## config.mk

```make
export PLATFORM = sky130hd
export DESIGN_NAME = stable_priority_queue_unit
export DESIGN_NICKNAME = d
export VERILOG_FILES = /design/src/rtl/core/spq_pkg.sv /design/src/rtl/core/spq_cell.sv /design/src/rtl/core/stable_priority_queue_unit.sv
export VERILOG_INCLUDE_DIRS = /design/src /design/src/rtl/core
export SDC_FILE = /design/constraint.sdc
export NUM_CORES = 2
export LEC_CHECK = 0
export BUFFER_PORTS_ARGS = -buffer_cell sky130_fd_sc_hd__clkbuf_2
export CORE_MARGIN = 2
export CORE_UTILIZATION = 40
export CTS_BUF_LIST = sky130_fd_sc_hd__clkbuf_2
export CTS_CLUSTER_SIZE = 25
export DETAILED_ROUTE_END_ITERATION = 10
export PLACE_DENSITY = 0.54
export SLEW_MARGIN = 20
export SYNTH_ARGS = -nofsm -noshare
export SYNTH_HDL_FRONTEND = slang
export SYNTH_HIERARCHICAL = 1
export SYNTH_SLANG_ARGS = --single-unit
```

## constraint.sdc

```tcl
create_clock -name clk -period 5.8 [get_ports clk]
set_input_delay 1.45 -clock clk [delete_from_list [all_inputs] [get_ports clk]]
set_output_delay 1.45 -clock clk [all_outputs]
set_load 0.1 [all_outputs]
```

## src/rtl/core/stable_priority_queue_unit_assert.svh

```systemverilog
// Assertion macros for the stable priority queue unit.
`ifndef STABLE_PRIORITY_QUEUE_UNIT_ASSERT_SVH
`define STABLE_PRIORITY_QUEUE_UNIT_ASSERT_SVH

`ifndef SYNTHESIS

// Condition holds in the same cycle as the trigger.
`define SPQ_ASSERT_SAME(label, trig, cond) \
    label: assert property (@(posedge clk) disable iff (!rst_n) (trig) |-> (cond)) \
        else $error("spq assertion failed");

// Condition holds in the cycle after the trigger.
`define SPQ_ASSERT_NEXT(label, trig, cond) \
    label: assert property (@(posedge clk) disable iff (!rst_n) (trig) |=> (cond)) \
        else $error("spq assertion failed");

`else

`define SPQ_ASSERT_SAME(label, trig, cond)
`define SPQ_ASSERT_NEXT(label, trig, cond)

`endif

`endif

```

## src/rtl/core/spq_pkg.sv

```systemverilog
// Shared types, codes and defaults of the stable priority queue.
package spq_pkg;

    localparam int DEF_CAPACITY  = 16;
    localparam int DEF_KEY_BITS  = 16;
    localparam int DEF_PRIO_BITS = 8;

    typedef enum logic [1:0] {
        ACT_INSERT = 2'd0,
        ACT_REMOVE = 2'd1,
        ACT_SERVE  = 2'd2
    } spq_action_t;

    typedef enum logic [1:0] {
        ST_DONE = 2'd0,
        ST_FULL = 2'd1,
        ST_MISS = 2'd2
    } spq_status_t;

    // Per-beat command broadcast to every cell of the chain.
    typedef struct packed {
        logic ins;
        logic rem;
        logic srv;
    } spq_cmd_t;

endpackage

```

## src/rtl/core/spq_cell.sv

```systemverilog
// One slot of the sorted chain: holds an entry and shifts with its neighbors.
module spq_cell
    import spq_pkg::*;
#(
    parameter int KEY_BITS  = DEF_KEY_BITS,
    parameter int PRIO_BITS = DEF_PRIO_BITS
)
(
    input  logic                 clk,
    input  spq_cmd_t             cmd,
    input  logic [KEY_BITS-1:0]  new_key,
    input  logic [PRIO_BITS-1:0] new_prio,
    input  logic                 occ,
    input  logic                 at_tail,
    input  logic                 left_shift,
    input  logic [KEY_BITS-1:0]  left_key,
    input  logic [PRIO_BITS-1:0] left_prio,
    input  logic [KEY_BITS-1:0]  right_key,
    input  logic [PRIO_BITS-1:0] right_prio,
    input  logic                 seen_in,
    output logic                 seen_out,
    output logic                 hit,
    output logic                 shift_out,
    output logic [KEY_BITS-1:0]  key,
    output logic [PRIO_BITS-1:0] prio
);

    logic [KEY_BITS-1:0]  key_reg;
    logic [KEY_BITS-1:0]  key_next;
    logic [PRIO_BITS-1:0] prio_reg;
    logic [PRIO_BITS-1:0] prio_next;
    logic                 occ_gt;
    logic                 match;

    always_comb
    begin
        occ_gt   = occ & (prio_reg > new_prio);
        match    = occ & (key_reg == new_key);
        hit      = match & ~seen_in;
        seen_out = seen_in | match;

        key_next  = key_reg;
        prio_next = prio_reg;
        if (cmd.ins)
        begin
            // entries past the insertion point move one slot toward the tail
            if (left_shift)
            begin
                key_next  = left_key;
                prio_next = left_prio;
            end
            else if (occ_gt | at_tail)
            begin
                key_next  = new_key;
                prio_next = new_prio;
            end
        end
        else if (cmd.srv | (cmd.rem & seen_out))
        begin
            // close the gap left by the removed entry
            key_next  = right_key;
            prio_next = right_prio;
        end
    end

    always_ff @(posedge clk)
    begin
        key_reg  <= key_next;
        prio_reg <= prio_next;
    end

    assign shift_out = occ_gt;
    assign key       = key_reg;
    assign prio      = prio_reg;

endmodule

```

## src/rtl/core/stable_priority_queue_unit.sv

```systemverilog
// Stable priority queue: a chain of slot cells kept in ascending priority order.
//
// Request channel (req_valid / req_stall) carries action, entry_key and
// entry_priority. Insert places the entry after every entry of lower or equal
// priority; remove deletes the first entry with a matching key; serve pops the
// head. Response channel (rsp_valid / rsp_stall) returns one beat per request:
// status, out_key, out_priority and occupancy after the action.
// The response is registered: it appears the cycle after the request beat.
// Throughput is one request per cycle while req_stall is low; every cell compares
// its entry with the request and shifts against its neighbor in that same cycle.
// While a response waits under rsp_stall, req_stall is raised and the response
// holds; a new request is taken in the same cycle the waiting response leaves.
// Reset leaves the queue empty with no response pending; slot contents are not
// cleared, slots beyond the occupancy are never read.
module stable_priority_queue_unit
    import spq_pkg::*;
#(
    parameter int CAPACITY  = DEF_CAPACITY,
    parameter int KEY_BITS  = DEF_KEY_BITS,
    parameter int PRIO_BITS = DEF_PRIO_BITS,
    localparam int CNT_W    = $clog2(CAPACITY + 1)
)
(
    input  logic                 clk,
    input  logic                 rst_n,
    input  logic                 req_valid,
    output logic                 req_stall,
    input  logic [1:0]           action,
    input  logic [KEY_BITS-1:0]  entry_key,
    input  logic [PRIO_BITS-1:0] entry_priority,
    output logic                 rsp_valid,
    input  logic                 rsp_stall,
    output logic [1:0]           status,
    output logic [KEY_BITS-1:0]  out_key,
    output logic [PRIO_BITS-1:0] out_priority,
    output logic [CNT_W-1:0]     occupancy
);

`include "stable_priority_queue_unit_assert.svh"

    logic                 req_fire;
    logic [CNT_W-1:0]     count_reg;
    logic [CNT_W-1:0]     count_next;
    logic                 rsp_valid_reg;
    logic [1:0]           status_reg;
    logic [1:0]           status_next;
    logic [KEY_BITS-1:0]  okey_reg;
    logic [KEY_BITS-1:0]  okey_next;
    logic [PRIO_BITS-1:0] oprio_reg;
    logic [PRIO_BITS-1:0] oprio_next;
    spq_cmd_t             cmd;

    logic [KEY_BITS-1:0]  key_w   [CAPACITY];
    logic [PRIO_BITS-1:0] prio_w  [CAPACITY];
    logic [CAPACITY-1:0]  shift_w;
    logic [CAPACITY-1:0]  hit_vec;
    logic [CAPACITY:0]    seen;
    logic [KEY_BITS-1:0]  hit_key;
    logic [PRIO_BITS-1:0] hit_prio;
    logic                 full;
    logic                 empty;

    assign req_stall = rsp_valid_reg & rsp_stall;
    assign req_fire  = req_valid & ~req_stall;
    assign full      = (count_reg == CNT_W'(CAPACITY));
    assign empty     = (count_reg == '0);
    assign seen[0]   = 1'b0;

    genvar gi;
    generate
        for (gi = 0; gi < CAPACITY; gi++)
        begin : g_cell
            logic                 l_shift;
            logic [KEY_BITS-1:0]  l_key;
            logic [PRIO_BITS-1:0] l_prio;
            logic [KEY_BITS-1:0]  r_key;
            logic [PRIO_BITS-1:0] r_prio;

            if (gi == 0)
            begin : g_head
                assign l_shift = 1'b0;
                assign l_key   = '0;
                assign l_prio  = '0;
            end
            else
            begin : g_mid
                assign l_shift = shift_w[gi-1];
                assign l_key   = key_w[gi-1];
                assign l_prio  = prio_w[gi-1];
            end

            if (gi == CAPACITY - 1)
            begin : g_tail
                assign r_key  = '0;
                assign r_prio = '0;
            end
            else
            begin : g_body
                assign r_key  = key_w[gi+1];
                assign r_prio = prio_w[gi+1];
            end

            spq_cell #(
                .KEY_BITS  (KEY_BITS),
                .PRIO_BITS (PRIO_BITS)
            ) u_cell (
                .clk        (clk),
                .cmd        (cmd),
                .new_key    (entry_key),
                .new_prio   (entry_priority),
                .occ        (count_reg > CNT_W'(gi)),
                .at_tail    (count_reg == CNT_W'(gi)),
                .left_shift (l_shift),
                .left_key   (l_key),
                .left_prio  (l_prio),
                .right_key  (r_key),
                .right_prio (r_prio),
                .seen_in    (seen[gi]),
                .seen_out   (seen[gi+1]),
                .hit        (hit_vec[gi]),
                .shift_out  (shift_w[gi]),
                .key        (key_w[gi]),
                .prio       (prio_w[gi])
            );
        end
    endgenerate

    // at most one cell flags the first match, so an OR picks its entry
    always_comb
    begin
        hit_key  = '0;
        hit_prio = '0;
        for (int i = 0; i < CAPACITY; i++)
        begin
            hit_key  = hit_key  | ({KEY_BITS{hit_vec[i]}} & key_w[i]);
            hit_prio = hit_prio | ({PRIO_BITS{hit_vec[i]}} & prio_w[i]);
        end
    end

    always_comb
    begin
        cmd         = '0;
        count_next  = count_reg;
        status_next = ST_MISS;
        okey_next   = '0;
        oprio_next  = '0;
        case (action)
            ACT_INSERT:
            begin
                if (full)
                begin
                    status_next = ST_FULL;
                end
                else
                begin
                    cmd.ins     = req_fire;
                    count_next  = count_reg + CNT_W'(1);
                    status_next = ST_DONE;
                end
            end
            ACT_REMOVE:
            begin
                if (seen[CAPACITY])
                begin
                    cmd.rem     = req_fire;
                    count_next  = count_reg - CNT_W'(1);
                    status_next = ST_DONE;
                    okey_next   = hit_key;
                    oprio_next  = hit_prio;
                end
            end
            ACT_SERVE:
            begin
                if (!empty)
                begin
                    cmd.srv     = req_fire;
                    count_next  = count_reg - CNT_W'(1);
                    status_next = ST_DONE;
                    okey_next   = key_w[0];
                    oprio_next  = prio_w[0];
                end
            end
            default:
            begin
                status_next = ST_MISS;
            end
        endcase
    end

    always_ff @(posedge clk or negedge rst_n)
    begin
        if (!rst_n)
        begin
            count_reg     <= '0;
            rsp_valid_reg <= 1'b0;
        end
        else
        begin
            if (req_fire)
            begin
                count_reg     <= count_next;
                rsp_valid_reg <= 1'b1;
            end
            else if (!rsp_stall)
            begin
                rsp_valid_reg <= 1'b0;
            end
        end
    end

    always_ff @(posedge clk)
    begin
        if (req_fire)
        begin
            status_reg <= status_next;
            okey_reg   <= okey_next;
            oprio_reg  <= oprio_next;
        end
    end

    assign rsp_valid    = rsp_valid_reg;
    assign status       = status_reg;
    assign out_key      = okey_reg;
    assign out_priority = oprio_reg;
    assign occupancy    = count_reg;

    `SPQ_ASSERT_SAME(a_count_bound, 1'b1, count_reg <= CNT_W'(CAPACITY))
    `SPQ_ASSERT_SAME(a_first_hit_unique, 1'b1, $onehot0(hit_vec))
    `SPQ_ASSERT_NEXT(a_insert_grows,
        req_fire && action == ACT_INSERT && !full,
        rsp_valid && status == ST_DONE && occupancy == $past(count_reg) + CNT_W'(1))
    `SPQ_ASSERT_SAME(a_miss_zero_data,
        rsp_valid && status != ST_DONE,
        out_key == '0 && out_priority == '0)

endmodule
```

# Word-level counts from Yosys, hierarchy flattened
# Cells that the tools add are included.
# W data, S select, Z words.
[totals] register_bits=416 output_inout_bits=33 wordCells=499
[op_classes] add_sub_neg=2 n_lt_le_gt_ge=32 n_eq_ne=54 muxes=148 bitwise=190 n_reduce_logical=36
[ops] operator="$mux W16" count=65
[ops] operator="$mux W8" count=65
[ops] operator="$and A16 B16 Y16" count=16
[ops] operator="$eq A16 B16 Y1" count=16
[ops] operator="$or A16 B16 Y16" count=15
[ops] operator="$and A8 B8 Y8" count=16
[ops] operator="$gt A8 B8 Y1" count=16
[ops] operator="$or A8 B8 Y8" count=15
[ops] operator="$and A1 B1 Y1" count=65
[ops] operator="$or A1 B1 Y1" count=47
[ops] operator="$ne A3 B1 Y1 const B" count=15
[ops] operator="$eq A5 B4 Y1 const B" count=8
[ops] operator="$gt A5 B4 Y1 const B" count=8
[ops] operator="$pmux W16 S2" count=1
[ops] operator="$reduce_and A2 Y1" count=16
[ops] operator="$reduce_bool A2 Y1" count=16
[ops] operator="$eq A5 B3 Y1 const B" count=4
[ops] operator="$gt A5 B3 Y1 const B" count=4
[ops] operator="$not A1 Y1" count=16
[ops] operator="$pmux W8 S2" count=1
[ops] operator="$mux W5" count=3
[ops] operator="$pmux W5 S3" count=1
[ops] operator="$eq A5 B2 Y1 const B" count=2
[ops] operator="$gt A5 B1 Y1 const B" count=2
[ops] operator="other kinds (16)" count=29

# Logic depth before layout (Yosys ltp)
[logic_depth] depth_word=23 ltp_mapped=29 depth_no_buf=26

# Cells and area by module
# The synthesis kept the hierarchy.
[modules_own_cells] mod="spq_cell (g_cell[0].u_cell ...)" n_inst=11 cells_each=173 area_each_um2=1695.4
[modules_own_cells] mod="spq_cell (g_cell[5].u_cell ...)" n_inst=5 cells_each=167 area_each_um2=1676.6
[modules_own_cells] mod="stable_priority_queue_unit" n_inst=1 cells_each=461 area_each_um2=4166.5

# Worst setup path after synthesis
# OpenSTA, ideal clock, no wires.
[synth_timing] kind="flip-flop to flip-flop" from="reg count_reg[0] (netlist: occupancy[0])" to="reg g_cell[0].u_cell.key_reg[0], enable pin" setup_time_ns=0.383 arrival_time_ns=6.299 t_required_ns=5.417 path_slack_ns=-0.881 stages_incl_launch_ff=30 path_cell_list="dfrtp_1 clkbuf_1 inv_1 ha_1 nor4b_4 buf_6 inv_1 nand2_1 or4_1 nand2b_1 nand2b_1 nand2b_1 nand2b_1 nand2b_1 nand2b_1 nand2b_1 nand2b_1 nand2b_1 nand2b_1 nand2b_1 nand2b_1 nand2b_1 nand2b_1 nand2b_1 nand2b_1 and2_0 clkbuf_1 and3_1 or3_1 and3b_1"
[synth_via] word_cells_on_any_way=62 classes_between="order compare: 16; eq/ne: 2; mux: 6; bitwise: 35; reduce/logical: 3"
[synth_lines] item="from (decl)" line_no="stable_priority_queue_unit.sv:42" source="logic [CNT_W-1:0] count_reg;"
[synth_lines] item="from (signal assigned)" line_no="stable_priority_queue_unit.sv:201" source="count_reg <= count_next;"
[synth_lines] item="$logic_not A5 Y1 (*)" line_no="stable_priority_queue_unit.sv:66" source="assign empty = (count_reg == '0);"
[synth_lines] item="net empty" line_no="stable_priority_queue_unit.sv:61" source="logic empty;"
[synth_lines] item="$mux W1" line_no="stable_priority_queue_unit.sv:174" source="if (!empty)"
[synth_lines] item="$mux W1" line_no="stable_priority_queue_unit.sv:147" source="case (action)"
[synth_lines] item="$or A1 B1 Y1" line_no="spq_cell.sv:58" source="else if (cmd.srv | (cmd.rem & seen_out))"
[synth_lines] item="$reduce_bool A2 Y1 (no line)"
[synth_lines] item="$reduce_and A2 Y1 (no line) (*)"
[synth_lines] item="to (signal assigned)" line_no="spq_cell.sv:68" source="key_reg <= key_next;"
[synth_lines] item="to (decl)" line_no="spq_cell.sv:28" source="logic [KEY_BITS-1:0] key_reg;"
# Mark *: on every way through the listed nets, which the timed path passes. The rest lies on a longest branch.
# A chain may end at the register's enable or synchronous reset.

==> impl_results.md <==
* Overall power at 10,000 uW
* Final wirelength at 145 mm
* Sink Count at 416
* First-pass DRT Iterations at 6
* Core area at 77,300 um2
* Num ports at 63
* Final setup viols at 0
* M1 WL at 64.2 mm
* Die height at 283 um
* Pleak at 0.0147 uW
* Final hold violation count at 0
* Syn Area/Cell at 9.75 um2
* Highest routed layer: met5
* Post-Layout Inst Area at 36,700 um2
* DPL Wire Length at 111 mm
* Final #Nets at 3,743
* Final critical-path required period at 5.64 ns
* RSZ-0062 raised after global routing: no
* Die Wd at 283 um
* Die area at 80,200 um2
* Syn. warnings at 6
* Vias in the first global route at 28,300
* Clock buffer count from CTS at 120
* DR WL/cell at 30.7 um
* Fmax at 177 MHz
* Max FO, Critical Path at 16
* Pwr Density at 273 nW/um2
* Worst vdd ir at 0.000203 V
* Row cnt at 102
* CP Class: flip-flop to flip-flop
* Fin crit share at 0.972
* Placement Cell Area at 35,500 um2
* Setup WS post-layout at 0.160 ns
* Resized cells post-CTS at 0
* Longest Clk Path Bufs at 3
* H-tree Lvls at 3
* R2R depth at 26
* Max-cap viol count at 0
* Via Count at 29,100
* Worst EP required at 6.66 ns
* CTS tree: done
* Initial Util at 0.403
* Clk_skew at 0.122 ns
* Worst-Skew Late Latency at 1.27 ns
* Clock-pin slew on the worst setup and hold paths at 0.11 ns
* Largest net degree at the start of global routing at 119
* DRT iter0 DRCs at 3,936
* Hold WC Path Type: input pin to flip-flop
* Syn-to-layout area delta at 17.5%
* Pre-CTS WS at -0.738 ns
* Cells after Synth at 3,198
* Slew headroom at 0.242
* Met3 Routed Length at 16.5 mm
* Initial antenna violation count at 7
* Root Driver: clkbuf_2
* Worst-margin pin slew at 1.13 ns
* Worst hold path depth at 2
* Layout cell share with drive strength beyond 1 at 0.187
* Detail Route Antenna Nets at 0
* Via-per-instance ratio at 6.17
* IO buf count at 62
* GR Overflow Total at 0
* Worst Setup End Kind: flip-flop
* Max FFs per register at 256
* Gpl congestion at 0.959
* Max-slew violation count at 0
* GRT Util Overall at 0.350
* Outcome: completed
* Crit start category: flip-flop
* Worst EP arrival at 6.50 ns
* Remaining DRCs at 0
* Syn Std Cell Area at 31,200 um2
* First-pass GRT wire length at 205 mm
* DR WL met2 at 60.4 mm
-- placed cells by master (no fill, tap or decap), types with 46 or more instances in the layout --
cell type and n:
conb_1 52, xnor2_1 132, edfxtp_1 410, xor2_1 128, ha_1 138, nand3_1 46
clkbuf_2 229, nand4_1 74, mux2i_1 386, a22o_1 96, a21oi_1 436, nor2_1 407
nand2_1 69, a221oi_1 96, buf_4 295, inv_1 148
-- per-stage QoR --
stage	hold WS (ns)	instances	utilization	setup TNS, ns
after floorplan	0.586	3249	-	0
after global placement	0.520	4492	0.459	-252.16
after detailed placement	0.531	4492	0.459	-284.79
after CTS	0.304	4714	0.474	0
after global routing	0.354	4717	0.474	0
final	0.451	4719	0.474	0
-- worst max-delay path, cell delays in order, from the launching register on --
cell and delay (ns):
edfxtp_1 0.61, xor2_1 0.24, nor4_1 0.31, buf_4 0.16, nand2_1 0.04, or4_1 0.55
nand2b_1 0.11, nand2b_1 0.24, nand2b_4 0.19, nand2b_4 0.14, nand2b_4 0.14, nand2b_4 0.13
nand2b_4 0.13, nand2b_4 0.12, nand2b_4 0.12, nand2b_4 0.12, nand2b_4 0.13, nand2b_4 0.14
nand2b_4 0.13, nand2b_4 0.16, nand2b_4 0.14, nand2b_1 0.13, and2_4 0.15, and3_4 0.32
or3_1 0.16, and3b_4 0.22, buf_12 0.17
-- timing repair --
| item | CTS | global route |
|---|---|---|
| hold buffers | 1 | 0 |
| hold endpoints to repair | 6 | 0 |
| setup buffers | 0 | 0 |
-- final cells by class --
| cell class | count | area, um2 |
|---|---|---|
| fill | 7534 | 40700 |
| multi-input combinational | 2492 | 17900 |
| sequential | 416 | 12500 |
| timing repair buffer | 396 | 3300 |
| tap | 1040 | 1300 |
| clock buffer | 167 | 836 |
| inverter | 149 | 559 |
| clock inverter | 54 | 273 |
| antenna | 5 | 12.5 |
-- layer usage --
layer  global-route usage  up-vias
met3               0.0887      243
li1                     -    12800
met1                0.517    14300
met5               0.0125        -
met4               0.0933        8
met2                0.504     1755
-- worst paths after layout --
kind	from	end	slack [ns]
setup / recovery	g_cell[0].u_cell/key[6]$_DFFE_PP_	g_cell[2].u_cell/key[0]$_DFFE_PP_	0.16
hold / removal	req_valid	rsp_valid$_DFFE_PN0P_	0.45
setup reg to reg	g_cell[0].u_cell/key[6]$_DFFE_PP_	g_cell[2].u_cell/key[0]$_DFFE_PP_	0.16
hold reg to reg	occupancy[0]$_DFFE_PN0P_	occupancy[0]$_DFFE_PN0P_	0.55
max in group asynchronous	rst_n	occupancy[0]$_DFFE_PN0P_	5.04
min in group asynchronous	rst_n	rsp_valid$_DFFE_PN0P_	0.57
-- report_power, final --
group          total, uW  internal [uW]  switching, uW
logic               3750           1410           2340
clock network       2340            885           1450
registers           3930           3570            366
total              10000           5860           4160
Power figures use the tool's default switching activity.
